[src/rtl/cibb_pkg.sv]
// shared constants for the content index bitmap builder
package cibb_pkg;

  localparam int BLOCK_SIZE_DEF = 1024;
  localparam int INDEX_BITS_DEF = 16;
  localparam int MAP_WORD_BITS  = 64;
  localparam int WORD_NUM_BITS  = 4;
  localparam int SEG_CNT_BITS   = 7;

  function automatic int pad_bytes(input int bits);
    return ((bits + 7) / 8) * 8;
  endfunction

endpackage

[src/rtl/cibb_ram.sv]
// generic single-write, single-read ram with registered read data
module cibb_ram #(
  parameter int WIDTH = 64,
  parameter int DEPTH = 16,
  localparam int AW = (DEPTH > 1) ? $clog2(DEPTH) : 1
) (
  input  logic             clk,
  input  logic             we,
  input  logic [AW-1:0]    waddr,
  input  logic [WIDTH-1:0] wdata,
  input  logic [AW-1:0]    raddr,
  output logic [WIDTH-1:0] rdata
);

  logic [WIDTH-1:0] mem_r [DEPTH];
  logic [WIDTH-1:0] rdata_r;

  always_ff @(posedge clk) begin
    if (we) begin
      mem_r[waddr] <= wdata;
    end
    rdata_r <= mem_r[raddr];
  end

  assign rdata = rdata_r;

endmodule

[src/rtl/content_index_bitmap_builder_core.sv]
// top level of the content index bitmap builder
// an index that stays in the open segment is read in ST_IDLE, then its map word is written back in ST_RMW
// a segment flush reads each map word (registered ram read), then loads it into the output and clears it,
// then ST_SETNEW starts the new segment unless the run ends; stalls on the output stretch each word
// after reset the map ram is cleared, one word a cycle, with in_tready low
// each result passes the registered ram read, then the output register; the output register frees the input side
module content_index_bitmap_builder_core #(
  parameter int BLOCK_SIZE = cibb_pkg::BLOCK_SIZE_DEF,
  parameter int INDEX_BITS = cibb_pkg::INDEX_BITS_DEF,
  localparam int IN_W  = cibb_pkg::pad_bytes(INDEX_BITS),
  localparam int OUT_W = cibb_pkg::pad_bytes(INDEX_BITS + cibb_pkg::WORD_NUM_BITS +
                                             cibb_pkg::MAP_WORD_BITS + cibb_pkg::SEG_CNT_BITS)
) (
  input  logic             clk,
  input  logic             rst_n,
  input  logic             in_tvalid,
  output logic             in_tready,
  input  logic [IN_W-1:0]  in_tdata,   // content_index
  input  logic             in_tlast,   // final_index
  output logic             out_tvalid,
  input  logic             out_tready,
  output logic [OUT_W-1:0] out_tdata,  // segment_base, word_number, bitmap_word, segments_so_far
  output logic             out_tlast   // end_of_run
);

  localparam int MAP_WORDS = BLOCK_SIZE / 64;
  localparam int AW        = (MAP_WORDS > 1) ? $clog2(MAP_WORDS) : 1;
  localparam int MW        = cibb_pkg::MAP_WORD_BITS;
  localparam int SW        = cibb_pkg::SEG_CNT_BITS;
  localparam int NW        = cibb_pkg::WORD_NUM_BITS;

  localparam logic [2:0] ST_CLR    = 3'd0;
  localparam logic [2:0] ST_IDLE   = 3'd1;
  localparam logic [2:0] ST_RMW    = 3'd2;
  localparam logic [2:0] ST_SETNEW = 3'd3;
  localparam logic [2:0] ST_ERD    = 3'd4;
  localparam logic [2:0] ST_ECAP   = 3'd5;

  logic [2:0]            state_r, state_nxt;
  logic [AW-1:0]         word_r, word_nxt;
  logic [INDEX_BITS-1:0] idx_r, idx_nxt;
  logic                  fin_r, fin_nxt;
  logic                  fin_emit_r, fin_emit_nxt;
  logic                  open_r, open_nxt;
  logic [INDEX_BITS-1:0] base_r, base_nxt;
  logic [INDEX_BITS:0]   bound_r, bound_nxt;
  logic [SW-1:0]         total_r, total_nxt;

  logic                  out_valid_r, out_valid_nxt;
  logic [INDEX_BITS-1:0] out_base_r, out_base_nxt;
  logic [NW-1:0]         out_word_r, out_word_nxt;
  logic [MW-1:0]         out_map_r, out_map_nxt;
  logic [SW-1:0]         out_seg_r, out_seg_nxt;
  logic                  out_last_r, out_last_nxt;

  logic                  ram_we;
  logic [AW-1:0]         ram_waddr, ram_raddr;
  logic [MW-1:0]         ram_wdata, ram_rdata;

  logic [INDEX_BITS-1:0] in_idx;
  logic                  start;
  logic [AW-1:0]         in_addr, idx_addr;
  logic [MW-1:0]         bit_mask;
  logic [INDEX_BITS-1:0] new_base;
  logic                  word_last;

  assign in_idx    = in_tdata[INDEX_BITS-1:0];
  assign start     = !open_r || ({1'b0, in_idx} >= bound_r);
  assign in_addr   = AW'(in_idx >> 6) & AW'(MAP_WORDS - 1);
  assign idx_addr  = AW'(idx_r >> 6) & AW'(MAP_WORDS - 1);
  assign bit_mask  = MW'(1) << idx_r[5:0];
  assign new_base  = idx_r & ~INDEX_BITS'(BLOCK_SIZE - 1);
  assign word_last = (word_r == AW'(MAP_WORDS - 1));

  cibb_ram #(
    .WIDTH(MW),
    .DEPTH(MAP_WORDS)
  ) u_map_ram (
    .clk  (clk),
    .we   (ram_we),
    .waddr(ram_waddr),
    .wdata(ram_wdata),
    .raddr(ram_raddr),
    .rdata(ram_rdata)
  );

  always_comb begin
    state_nxt     = state_r;
    word_nxt      = word_r;
    idx_nxt       = idx_r;
    fin_nxt       = fin_r;
    fin_emit_nxt  = fin_emit_r;
    open_nxt      = open_r;
    base_nxt      = base_r;
    bound_nxt     = bound_r;
    total_nxt     = total_r;
    out_valid_nxt = out_valid_r && !out_tready;
    out_base_nxt  = out_base_r;
    out_word_nxt  = out_word_r;
    out_map_nxt   = out_map_r;
    out_seg_nxt   = out_seg_r;
    out_last_nxt  = out_last_r;
    in_tready     = 1'b0;
    ram_we        = 1'b0;
    ram_waddr     = word_r;
    ram_wdata     = '0;
    ram_raddr     = word_r;

    unique case (state_r)
      ST_CLR: begin
        ram_we   = 1'b1;
        word_nxt = word_r + AW'(1);
        if (word_last) begin
          word_nxt  = '0;
          state_nxt = ST_IDLE;
        end
      end
      ST_IDLE: begin
        in_tready = 1'b1;
        ram_raddr = in_addr;
        if (in_tvalid) begin
          idx_nxt = in_idx;
          fin_nxt = in_tlast;
          if (!start) begin
            state_nxt = ST_RMW;
          end else if (open_r) begin
            fin_emit_nxt = 1'b0;
            word_nxt     = '0;
            state_nxt    = ST_ERD;
          end else begin
            state_nxt = ST_SETNEW;
          end
        end
      end
      ST_RMW: begin
        ram_we    = 1'b1;
        ram_waddr = idx_addr;
        ram_wdata = ram_rdata | bit_mask;
        if (fin_r) begin
          fin_emit_nxt = 1'b1;
          word_nxt     = '0;
          state_nxt    = ST_ERD;
        end else begin
          state_nxt = ST_IDLE;
        end
      end
      ST_SETNEW: begin
        // map was cleared by the reset clear or the flush, so the word holds only the new bit
        ram_we    = 1'b1;
        ram_waddr = idx_addr;
        ram_wdata = bit_mask;
        base_nxt  = new_base;
        bound_nxt = {1'b0, new_base} + (INDEX_BITS + 1)'(BLOCK_SIZE);
        open_nxt  = 1'b1;
        total_nxt = total_r + SW'(1);
        if (fin_r) begin
          fin_emit_nxt = 1'b1;
          word_nxt     = '0;
          state_nxt    = ST_ERD;
        end else begin
          state_nxt = ST_IDLE;
        end
      end
      ST_ERD: begin
        ram_raddr = word_r;
        if (!out_valid_r || out_tready) begin
          state_nxt = ST_ECAP;
        end
      end
      ST_ECAP: begin
        out_valid_nxt = 1'b1;
        out_base_nxt  = base_r;
        out_word_nxt  = NW'(word_r);
        out_map_nxt   = ram_rdata;
        out_seg_nxt   = total_r;
        out_last_nxt  = word_last && (fin_emit_r || !fin_r);
        ram_we        = 1'b1;
        ram_waddr     = word_r;
        word_nxt      = word_r + AW'(1);
        if (word_last) begin
          word_nxt = '0;
          if (fin_emit_r) begin
            open_nxt  = 1'b0;
            base_nxt  = '0;
            bound_nxt = '0;
            total_nxt = '0;
            state_nxt = ST_IDLE;
          end else begin
            state_nxt = ST_SETNEW;
          end
        end else begin
          state_nxt = ST_ERD;
        end
      end
      default: begin
        state_nxt = ST_CLR;
        word_nxt  = '0;
      end
    endcase
  end

  always_ff @(posedge clk) begin
    if (!rst_n) begin
      state_r     <= ST_CLR;
      word_r      <= '0;
      fin_r       <= 1'b0;
      fin_emit_r  <= 1'b0;
      open_r      <= 1'b0;
      base_r      <= '0;
      bound_r     <= '0;
      total_r     <= '0;
      out_valid_r <= 1'b0;
    end else begin
      state_r     <= state_nxt;
      word_r      <= word_nxt;
      fin_r       <= fin_nxt;
      fin_emit_r  <= fin_emit_nxt;
      open_r      <= open_nxt;
      base_r      <= base_nxt;
      bound_r     <= bound_nxt;
      total_r     <= total_nxt;
      out_valid_r <= out_valid_nxt;
    end
  end

  always_ff @(posedge clk) begin
    idx_r      <= idx_nxt;
    out_base_r <= out_base_nxt;
    out_word_r <= out_word_nxt;
    out_map_r  <= out_map_nxt;
    out_seg_r  <= out_seg_nxt;
    out_last_r <= out_last_nxt;
  end

  assign out_tvalid = out_valid_r;
  assign out_tlast  = out_last_r;
  assign out_tdata  = OUT_W'({out_seg_r, out_map_r, out_word_r, out_base_r});

endmodule

[config.mk]
export PLATFORM = sky130hd
export DESIGN_NAME = content_index_bitmap_builder_core
export DESIGN_NICKNAME = d
export VERILOG_FILES = /design/src/rtl/cibb_pkg.sv /design/src/rtl/cibb_ram.sv /design/src/rtl/content_index_bitmap_builder_core.sv
export SDC_FILE = /design/constraint.sdc
export NUM_CORES = 1
export LEC_CHECK = 0
export BUFFER_PORTS_ARGS = -buffer_cell sky130_fd_sc_hd__buf_2
export CAP_MARGIN = 0
export CORE_MARGIN = 8
export CORE_UTILIZATION = 60
export DETAILED_ROUTE_END_ITERATION = 10
export GPL_ROUTABILITY_DRIVEN = 1
export PLACE_DENSITY = 0.74
export SYNTH_ARGS = -nofsm -noshare
export SYNTH_HDL_FRONTEND = slang
export SYNTH_SLANG_ARGS = --single-unit
export TNS_END_PERCENT = 50
[constraint.sdc]
create_clock -name clk -period 11.6 [get_ports clk]
set_clock_uncertainty 0.15 [all_clocks]
set_input_delay 2.32 -clock clk [delete_from_list [all_inputs] [get_ports clk]]
set_output_delay 2.32 -clock clk [all_outputs]
set_load 0.01 [all_outputs]
=== Word-level counts from Yosys, hierarchy flattened ===
Memories as Yosys holds them, arrays and structs flattened. A register that Yosys moved wholly into a read port is not among the register bits.
Index checks and enable logic that the tools add are counted.

* Register bits: 159
* Bits in writable memories: 1024
* Input bits: 21
* Output and inout port bits: 99
* Word-level logic and storage cells: 97
* Memories kept: 1

* Add/subtract/negate cells: 3
* $lt $le $gt $ge: 1
* Equal/unequal tests: 14
* Shift operators: 1
* Muxes and demuxes: 40
* Bitwise logic cells: 2
* Reduce and logical (&&, ||, !) cells: 20

{| class="wikitable"
|+ Memories
! name !! words !! width !! read ports !! clocked after Yosys merged registers in !! wr ports !! line !! text
|-
| u_map_ram.mem_r || 16 || 64 || 1 || 1 || 1 || cibb_ram.sv:15 || <nowiki>logic [WIDTH-1:0] mem_r [DEPTH];</nowiki>
|}

{| class="wikitable"
|+ Operators with widths
! operator !! number
|-
| case mux 64 bit (2 select lines) || 1
|-
| OR 64 bit || 1
|-
| << shifter 1 x 6 -> 64 bit (first input constant) || 1
|-
| 2-to-1 mux 17 bit || 2
|-
| case mux 17 bit (2 select lines) || 1
|-
| 2-to-1 mux 16 bit || 2
|-
| case mux 16 bit (2 select lines) || 1
|-
| 2-to-1 mux 4 bit || 7
|-
| 2-to-1 mux 3 bit || 7
|-
| adder 16 x 11 -> 17 bit (second input constant) || 1
|-
| >= comparator 16 x 17 -> 1 bit || 1
|-
| case mux 4 bit (4 select lines) || 1
|-
| case mux 3 bit (5 select lines) || 1
|-
| 2-to-1 mux 7 bit || 2
|-
| != test 2 bit (second input constant) || 7
|-
| case mux 7 bit (2 select lines) || 1
|-
| 2-to-1 mux 1 bit || 11
|-
| AND reduction 5 bit || 2
|-
| adder 7 x 1 -> 7 bit (second input constant) || 1
|-
| == test 3 x 2 -> 1 bit (second input constant) || 2
|-
| == test 3 bit (second input constant) || 2
|-
| AND reduction 3 bit || 2
|-
| adder 4 x 1 -> 4 bit (second input constant) || 1
|-
| == test 4 bit (second input constant) || 1
|-
| 13 further kinds || 22
|}

=== Logic depth before layout (Yosys ltp) ===
Gate-level depths: netlist (run 1).

* Depth after elaboration: 5
* Mapped depth: 11
* Mapped depth without buffers: 8

=== Cells and area by module ===
Synthesis (run 1) repeated with hierarchy kept, for this count alone.

* Cell total of the unflattened synthesis: 2216
* Area, all modules: 45601.2 um^2

{| class="wikitable"
|+ Modules (own cells, without submodules)
! module !! instances !! cells each !! area each (um^2) !! seq. area each (um^2)
|-
| cibb_ram || 1 || 1647 || 39583.0 || 32030.7
|-
| content_index_bitmap_builder_core || 1 || 569 || 6018.3 || 3563.4
|}

=== Least setup slack after synthesis (run 1) ===
OpenSTA, ideal clock, no wires.

* Path kind: register to register
* Start: reg state_r[1]
* End: mem u_map_ram.mem_r[1][0], enable pin
* Library setup time: 0.487 ns
* Data arrival time: 3.898 ns
* Data required time: 10.963 ns
* Slack: 7.065 ns
* Stages on the path, launching flop included: 6
* Buffers on the path: 1
* Clock period less this slack: 4.535 ns
* Cell sequence: dfxtp_1 > nor2b_1 > clkbuf_1 > nand2_1 > o22a_1 > nor2_1

* Cells in the longest elaborated chain, start to end: 5
* Elaborated cells between the ends (all ways): 10
* Classes of those cells: eq/ne (3); mux (4); reduce/logical (3)

{| class="wikitable"
|+ RTL lines
! what !! line !! text
|-
| start: declaration || content_index_bitmap_builder_core.sv:39 || <nowiki>logic [2:0] state_r, state_nxt;</nowiki>
|-
| start signal: assignment || content_index_bitmap_builder_core.sv:214 || <nowiki>state_r <= state_nxt;</nowiki>
|-
| == test 3 bit (tied with other cells) || content_index_bitmap_builder_core.sv:109 || <nowiki>unique case (state_r)</nowiki>
|-
| OR reduction 4 bit (no line) || - ||
|-
| 2-to-1 mux 1 bit || content_index_bitmap_builder_core.sv:109 ||
|-
| 2-to-1 mux 1 bit || cibb_ram.sv:19 || <nowiki>if (we) begin</nowiki>
|-
| 2-to-1 mux 1 bit (not written as such) || cibb_ram.sv:20 || <nowiki>mem_r[waddr] <= wdata;</nowiki>
|-
| end: declaration || cibb_ram.sv:15 ||
|}

Parallel ways exist; a longest one is shown, timed or not.

=== Worst setup path in the final report (run 1) ===
* Start: in in_tdata[6]
* End: reg u_map_ram.rdata_r[53], in the netlist u_map_ram.rdata[53] (read register of u_map_ram.mem_r)

* Cells in the longest elaborated chain, start to end: 1

{| class="wikitable"
|+ RTL lines
! what !! line !! text
|-
| start: declaration || content_index_bitmap_builder_core.sv:18 || <nowiki>input logic [IN_W-1:0] in_tdata,</nowiki>
|-
| 2-to-1 mux 4 bit || content_index_bitmap_builder_core.sv:109 ||
|-
| end: declaration || cibb_ram.sv:16 || <nowiki>logic [WIDTH-1:0] rdata_r;</nowiki>
|}

No other way between the ends.
A chain may end at the register's enable or synchronous reset.

==> results of run 1 <==
[synthesized netlist by cell type (4+ instances only)]
| master | instances | area [sq um] |
|---|---|---|
| sky130_fd_sc_hd__a211oi_1 | 129 | 968 |
| sky130_fd_sc_hd__a21oi_1 | 81 | 405 |
| sky130_fd_sc_hd__a22o_1 | 44 | 385 |
| sky130_fd_sc_hd__a22oi_1 | 10 | 75.1 |
| sky130_fd_sc_hd__a31oi_1 | 10 | 62.6 |
| sky130_fd_sc_hd__and3_1 | 7 | 43.8 |
| sky130_fd_sc_hd__buf_2 | 27 | 135 |
| sky130_fd_sc_hd__buf_4 | 49 | 368 |
| sky130_fd_sc_hd__buf_6 | 5 | 56.3 |
| sky130_fd_sc_hd__clkbuf_1 | 83 | 312 |
| sky130_fd_sc_hd__dfxtp_1 | 95 | 1900 |
| sky130_fd_sc_hd__edfxtp_1 | 1122 | 33700 |
| sky130_fd_sc_hd__ha_1 | 9 | 113 |
| sky130_fd_sc_hd__inv_1 | 14 | 52.6 |
| sky130_fd_sc_hd__mux2_1 | 59 | 664 |
| sky130_fd_sc_hd__mux2_2 | 69 | 777 |
| sky130_fd_sc_hd__mux2i_1 | 517 | 5170 |
| sky130_fd_sc_hd__nand2_1 | 48 | 180 |
| sky130_fd_sc_hd__nand2b_1 | 6 | 37.5 |
| sky130_fd_sc_hd__nand3_1 | 8 | 40.0 |
| sky130_fd_sc_hd__nand3b_1 | 4 | 30.0 |
| sky130_fd_sc_hd__nor2_1 | 185 | 694 |
| sky130_fd_sc_hd__nor3_1 | 10 | 50.1 |
| sky130_fd_sc_hd__o21ai_0 | 33 | 165 |
| sky130_fd_sc_hd__o22ai_1 | 65 | 407 |
| sky130_fd_sc_hd__or2_2 | 5 | 31.3 |
[power groups by stage]
stage / Clock (mW) / Sequential [mW] / Combinational (mW)
floorplan: 0 / 5.00 / 0.346
global placement: 0 / 5.04 / 0.447
detailed placement: 0 / 5.04 / 0.456
CTS: 3.89 / 4.95 / 0.460
global route: 4.06 / 4.96 / 0.492
finish: 3.85 / 4.95 / 0.462
[flip-flops by register name, indices dropped and copies added, names as in the netlist]
signal	flops
state_r	3
word_r	4
out_base_r	6
u_map_ram.rdata	64
total_r	7
out_tlast	1
bound_r	7
u_map_ram.mem_r	1024
fin_r	1
out_seg_r	7
idx_r	16
out_tvalid	1
base_r	6
out_word_r	4
open_r	1
fin_emit_r	1
out_map_r	64
[worst max-delay path, stage by stage]
cell and delay, ns:
sky130_fd_sc_hd__buf_2 0.12, sky130_fd_sc_hd__mux2i_4 0.36, sky130_fd_sc_hd__buf_12 0.73, sky130_fd_sc_hd__buf_4 0.96
sky130_fd_sc_hd__mux2_1 0.39, sky130_fd_sc_hd__a211oi_1 0.27, sky130_fd_sc_hd__a211oi_1 0.08
[cell type report]
type | count | area share, %
sequential | 1217 | 67.5
multi-input combinational | 1354 | 20.6
clock buffer | 153 | 6.13
tap | 1040 | 2.47
timing repair buffer | 151 | 1.75
clock inverter | 64 | 1.37
inverter | 15 | 0.121
[stage by stage]
stage	hold WS, ns	cells
finish	0.289	3994
global placement	0.266	3777
detailed placement	0.268	3777
floorplan	0.256	2751
CTS	0.288	3994
global route	0.296	3994
[cell usage in the layout (no fill, tap or decap), types with 5 or more instances in the layout]
master | netlist | routed
sky130_fd_sc_hd__a22o_1 | 44 | 44
sky130_fd_sc_hd__nand2_1 | 48 | 46
sky130_fd_sc_hd__buf_2 | 27 | 104
sky130_fd_sc_hd__o21ai_0 | 33 | 22
sky130_fd_sc_hd__nand2b_1 | 6 | 6
sky130_fd_sc_hd__nand3_1 | 8 | 8
sky130_fd_sc_hd__a31oi_1 | 10 | 10
sky130_fd_sc_hd__or2_2 | 5 | 5
sky130_fd_sc_hd__edfxtp_1 | 1122 | 1122
sky130_fd_sc_hd__bufinv_16 | 0 | 14
sky130_fd_sc_hd__clkbuf_1 | 83 | 20
sky130_fd_sc_hd__inv_1 | 14 | 13
sky130_fd_sc_hd__a21oi_1 | 81 | 81
sky130_fd_sc_hd__mux2i_1 | 517 | 515
sky130_fd_sc_hd__mux2_2 | 69 | 69
sky130_fd_sc_hd__o22ai_1 | 65 | 65
sky130_fd_sc_hd__clkbuf_16 | 0 | 118
sky130_fd_sc_hd__clkbuf_8 | 0 | 15
sky130_fd_sc_hd__clkinv_1 | 0 | 14
sky130_fd_sc_hd__conb_1 | 1 | 15
sky130_fd_sc_hd__nor3_2 | 0 | 6
sky130_fd_sc_hd__o21ai_1 | 0 | 11
sky130_fd_sc_hd__clkinv_2 | 0 | 22
sky130_fd_sc_hd__a22oi_1 | 10 | 10
sky130_fd_sc_hd__mux2_1 | 59 | 59
sky130_fd_sc_hd__dfxtp_1 | 95 | 95
sky130_fd_sc_hd__nor2_1 | 185 | 167
sky130_fd_sc_hd__buf_4 | 49 | 43
sky130_fd_sc_hd__nor2_4 | 0 | 18
sky130_fd_sc_hd__and3_1 | 7 | 7
sky130_fd_sc_hd__clkinvlp_4 | 0 | 5
sky130_fd_sc_hd__ha_1 | 9 | 9
sky130_fd_sc_hd__a211oi_1 | 129 | 129
[metal layers]
metal	part of all wire [%]	vias up	GRT usage [%]
li1	-	10972	-
met1	40	12722	33.4
met2	48	1083	39.9
met3	8.7	201	4.95
met4	3.2	4	8.55
met5	0.024	-	0
[how the worst min path moves through the flow]
stage	from	endpoint	cells past startpoint
global route	base_r[13]	out_base_r[13]	0
finish	u_map_ram.rdata[18]	out_map_r[18]	0
detailed placement	u_map_ram.rdata[40]	out_map_r[40]	0
CTS	u_map_ram.rdata[18]	out_map_r[18]	0
floorplan	word_r[2]	out_word_r[2]	0
global placement	base_r[13]	out_base_r[13]	0
[kinds of logic (layout without fill, tap and decap cells)]
kind of cell	count (synthesis)	in the layout	share of synthesized area, %
flops	1217	1217	75.5
mux	645	645	14.0
compound gates	385	385	5.46
simple gates	295	295	2.68
buf+inv	180	383	1.99
fa+ha+maj	9	9	0.239
xor+xnor	5	5	0.0929
other cells	1	15	0.00795
==> run summary, run 1 <==
floorplan die height: 296 um
number of vias in the routed layout: 24982
Top Ports: 120
initial standard-cell utilization of the core: 60.8%
fraction of the yosys area taken by sequential cells: 75.5%
number of search-and-repair iterations in the first detailed-routing pass: 5
number of enable-type register cells in the synthesized netlist: 1122
leakage power figure: 20.9 nW
number of placement rows: 102
cells resized by post-CTS repair: 0
die boundary width: 296 um
Final setup violation count: 0
beginning of the critical path: in_tdata[6]
core region area: 0.0776 sq mm
# Max-Cap Violations: 0
number of buffers inserted by hold repair at cts: 0
sw power: 1.94 mW
Inserted Diodes: 0
number of buffers created by CTS: 115
Vias/cell: 6.25
area grow syn2layout: 11.8%
power share of the combinational group: 5.0%
Avg Synthesized Cell Area: 17.2 sq um
Root Driver: sky130_fd_sc_hd__clkbuf_16
half-perimeter wire length after detailed placement: 54400 um
antenna viol nets, final: 0
Die Outline Area: 0.0878 sq mm
worst setup path category: primary input to flop
Worst Path Required: 11.93 ns
final design instance area without fill: 0.0527 sq mm
critical path launch point type: primary input
areal power density over the cells: 176 mW/mm^2
number of buffers inserted to repair setup after CTS: 0
Period minus WS final: 5.21 ns
actual slew at the worst max-slew pin: 1.43 ns
average detailed-routed wire length per instance: 27.5 um
aggregate routed wire length: 110000 um
maximum clock rate: 192 MHz
Post-synth ARST share: 0%
period utilization: 44.9%
gpl congestion: 0.783
footprint of the multi-input gates: 0.0109 sq mm
final slew viol count: 0
clock latency at the later pin of the worst-skew pair: 0.68 ns
Int Power: 7.32 mW
setup slack of the critical path after layout: 6.39 ns
fraction of final layout cells sized beyond drive strength 1: 14.9%
warning count from the yosys run: 0
detailed-route DRC error count: 0
overall power consumption: 9.27 mW
number of hold violations in the final report: 0
sum of overflow across all layers after global routing: 0
maximum ir drop on the vdd rail: 0.210 mV
combined flip-flop and latch cell area: 0.0356 sq mm
reg-to-reg critical path endpoint: u_map_ram.rdata[53]
Main synth FF type: sky130_fd_sc_hd__edfxtp_1
number of instances in the synthesized netlist: 2737
Clock Path Buffers: 3
setup repair after global routing missed its margin: false
antenna violations before repair: 3
clock tree from TritonCTS: yes
Sw Ratio: 21.0%
via count of the first global-routing pass: 24790
final design utilization: 68.0%
CTS H-tree lvls: 3
first-pass GRT wire length: 159000 um
placement-stage worst setup slack: 5.79 ns
PortBufs: 104
Clk network pwr share: 41.6%
maximum number of pins on one net before global-route repair: 161
flops & latches, synth: 1217
fillers: 5109
worst setup path endpoint: u_map_ram.rdata[53]
Area after DPL: 0.0488 sq mm
sort of element at the end of the critical path: flop
post-layout net count: 2884
part of the total power dissipated in sequential elements: 53.4%
clock-pin slew on the worst setup and hold paths: 0.06 ns
CP Max Fanout: 160
result of the run: completed
Max transition margin: 3.84%
worst flop-to-flop path startpoint: state_r[0]
accumulated negative setup slack: 0 ns
minimum setup slack among reg-to-reg paths: 6.67 ns
DRC marker count from the first detailed-route iteration: 2743
Global Route Usage Sum: 24.6%
Tightest Hold Check Type: flop to flop
clk sinks: 1217
count of cell types in the netlist: 53
Worst R2R Path Depth: 8
crit path DAT: 5.54 ns
post-synth design cell area: 0.0471 sq mm
Power figures use the tool's default switching activity.
==> inputs of run 2 (changes only) <==
- CORE_UTILIZATION: 60 -> 56
- PLACE_DENSITY: 0.74 -> 0.72
- clock period: 11.6 -> 4.4 ns (I/O delays scaled with it)
==> run summary, run 2 (synthesis gave the netlist of run 1 again) <==
result of the run: completed (unchanged)
core region area: 0.0836 sq mm (was 0.0776 sq mm)
Final setup violation count: 0 (unchanged)
final slew viol count: 0 (unchanged)
worst flop-to-flop path startpoint: state_r[0] (unchanged)
cells resized by post-CTS repair: 0 (unchanged)
maximum clock rate: 271 MHz
via count of the first global-routing pass: 24976 (was 24790)
kind of cell with the highest combined delay on the critical path: simple AND/OR/NAND/NOR gates (was buffers and inverters)
number of buffers inserted by hold repair at cts: 0 (unchanged)
post-layout net count: 2924 (was 2884)
DRC marker count from the first detailed-route iteration: 2596 (was 2743)
area grow syn2layout: 13.3% (was 11.8%)
Global Route Usage Sum: 23.1% (was 24.6%)
antenna viol nets, final: 0 (unchanged)
biggest cell delay along the critical path: 0.70 ns (was 0.96 ns)
average detailed-routed wire length per instance: 27.3 um (was 27.5 um)
aggregate routed wire length: 111000 um (was 110000 um)
fraction of final layout cells sized beyond drive strength 1: 15.9% (was 14.9%)
PortBufs: 104 (unchanged)
overall power consumption: 24.4 mW (was 9.27 mW)
final design instance area without fill: 0.0534 sq mm (was 0.0527 sq mm)
sort of element at the end of the critical path: flop (unchanged)
Most flops, register: u_map_ram.mem_r (unchanged)
Die Outline Area: 0.0937 sq mm (was 0.0878 sq mm)
met1 global-route usage: 31.5% (was 33.4%)
critical path launch point type: flop (was primary input)
fillers: 5654 (was 5109)
reg-to-reg critical path endpoint: u_map_ram.rdata[29] (was u_map_ram.rdata[53])
Int Power: 19.3 mW (was 7.32 mW)
most common library cell in the layout ignoring fill and taps: sky130_fd_sc_hd__edfxtp_1 (unchanged)
crit path DAT: 4.10 ns (was 5.54 ns)
clock latency at the later pin of the worst-skew pair: 0.68 ns (about the same)
period utilization: 83.7%
commonest cells after routing, fill and taps aside: sky130_fd_sc_hd__edfxtp_1, sky130_fd_sc_hd__mux2i_1, sky130_fd_sc_hd__nor2_1 (unchanged)
antenna violations before repair: 3 (unchanged)
CP Max Fanout: 31 (was 160)
clock tree from TritonCTS: yes (unchanged)
floorplan die height: 306 um (was 296 um)
Root Driver: sky130_fd_sc_hd__clkbuf_16 (unchanged)
maximum number of pins on one net before global-route repair: 89 (was 161)
max FFs per register: 1024 (unchanged)
clock-pin slew on the worst setup and hold paths: 0.06 ns (about the same)
number of buffers inserted to repair setup after CTS: 0 (unchanged)
Top Ports: 120 (unchanged)
grt met3 use: 4.79% (was 4.95%)
actual slew at the worst max-slew pin: 1.15 ns (was 1.43 ns)
areal power density over the cells: 457 mW/mm^2 (was 176 mW/mm^2)
hold path endpoint: idx_r[10] (was out_map_r[18])
Clk network pwr share: 41.2% (was 41.6%)
first-pass GRT wire length: 161000 um (was 159000 um)
smallest hold slack: 0.253 ns (was 0.289 ns)
sw power: 5.16 mW (was 1.94 mW)
number of buffers created by CTS: 116 (was 115)
instance count along the most critical hold path: 1 (was 0)
Sw Ratio: 21.1% (was 21.0%)
part of the total power dissipated in sequential elements: 53.6% (was 53.4%)
Vias/cell: 6.18 (was 6.25)
GR peak layer: met2 (unchanged)
maximum ir drop on the vdd rail: 0.393 mV (was 0.210 mV)
detailed-route DRC error count: 0 (unchanged)
Clock Path Buffers: 3 (unchanged)
number of hold violations in the final report: 0 (unchanged)
cell at the slowest stage of the critical path: sky130_fd_sc_hd__or2_4 (was sky130_fd_sc_hd__buf_4)
leakage power figure: 21.2 nW (was 20.9 nW)
worst setup path category: flop to flop (was primary input to flop)
Worst R2R Path Depth: 7 (was 8)
cells along the critical path: or3b_1, inv_6, mux2i_1, or2_4, buf_12, o22ai_1, a211oi_1 (was buf_2, mux2i_4, buf_12, buf_4, mux2_1, a211oi_1, a211oi_1)
number of search-and-repair iterations in the first detailed-routing pass: 5 (unchanged)
GR Layer Usage met2: 37.7% (was 39.9%)
number of vias in the routed layout: 25209 (was 24982)
Worst Path Required: 4.82 ns (was 11.93 ns)
startpoint of the tightest hold check path: in_tdata[10] (was u_map_ram.rdata[18])
number of placement rows: 106 (was 102)
power share of the combinational group: 5.2% (was 5.0%)
CTS H-tree lvls: 3 (unchanged)
minimum setup slack among reg-to-reg paths: 0.72 ns (was 6.67 ns)
combined buffer and inverter count along the critical path: 2 (was 3)
Area after DPL: 0.0495 sq mm (was 0.0488 sq mm)
sum of overflow across all layers after global routing: 0 (unchanged)
half-perimeter wire length after detailed placement: 58900 um (was 54400 um)
initial standard-cell utilization of the core: 56.4% (was 60.8%)
clk sinks: 1217 (unchanged)
gpl congestion: 0.804 (was 0.783)
setup repair after global routing missed its margin: false (unchanged)
Tightest Hold Check Type: primary input to flop (was flop to flop)
Max transition margin: 22.8% (was 3.84%)
die boundary width: 306 um (was 296 um)
# Max-Cap Violations: 0 (unchanged)
Period minus WS final: 3.68 ns
[run 2: cell count changes in the layout (fill, tap and decap cells not counted), moves of 3 or more]
cell | before | now
sky130_fd_sc_hd__buf_12 | 4 | 35
sky130_fd_sc_hd__clkbuf_1 | 20 | 29
sky130_fd_sc_hd__buf_4 | 43 | 51
sky130_fd_sc_hd__clkinv_1 | 14 | 9
sky130_fd_sc_hd__clkinv_2 | 22 | 27
sky130_fd_sc_hd__clkbuf_8 | 15 | 12
sky130_fd_sc_hd__inv_16 | 0 | 3
sky130_fd_sc_hd__nor3_2 | 6 | 3
[run 2: layer usage]
metal	vias up	share of wire (%)
li1	11057	-
met5	-	0.0099
met3	195	8.4
met4	2	2.6
met1	12850	41
met2	1105	48
[run 2: through the flow]
stage | TNS [ns] | util (%) | std cells | setup WS, ns
floorplan | -53.74 | - | 2751 | -0.131
global placement | 0 | 59.2 | 3856 | 0.936
detailed placement | 0 | 59.2 | 3856 | 0.833
CTS | 0 | 63.9 | 4075 | 0.757
global route | 0 | 63.9 | 4075 | 0.620
finish | 0 | 63.9 | 4076 | 0.716
[run 2: area by class of cell]
type | instances | area, sq um | area share (%)
multi-input cells | 1354 | 10900 | 20.4
inverters | 15 | 63.8 | 0.119
well taps | 1080 | 1350 | 2.53
repair buffers | 190 | 1600 | 3.00
diodes | 1 | 2.50 | 0.00469
clock buffers | 157 | 3180 | 5.95
flip-flops and latches | 1217 | 35600 | 66.6
clock inverters | 62 | 731 | 1.37
[run 2: worst register-to-register path, delay by kind of cell, from the launching register on]
kind | cells | cell delay, ns
AND/OR/NAND/NOR | 2 | 1.23
buffers and inverters | 2 | 0.49
multiplexers | 1 | 0.64
flip-flops | 1 | 0.66
AO/OA/AOI/OAI | 2 | 0.42
[run 2: how the worst max path moves through the flow]
stage	startpoint	endpoint	slack [ns]	depth (start not counted)
2_1_floorplan	state_r[1]	u_map_ram.mem_r[13][0]	-0.13	5
6_report	state_r[0]	u_map_ram.rdata[29]	0.72	7
4_1_cts	state_r[0]	u_map_ram.rdata[29]	0.76	7
5_1_grt	state_r[0]	u_map_ram.rdata[31]	0.62	7
3_5_place_dp	state_r[0]	u_map_ram.rdata[29]	0.83	7
3_3_place_gp	state_r[0]	u_map_ram.rdata[0]	0.94	7
[run 2: power by group through the flow]
stage,clock network [mW],logic [mW],registers (mW)
after floorplan,0,0.915,13.2
after global placement,0,1.24,13.3
after detailed placement,0,1.26,13.3
after CTS,10.2,1.27,13.1
after global routing,10.6,1.35,13.1
final,10.1,1.27,13.1
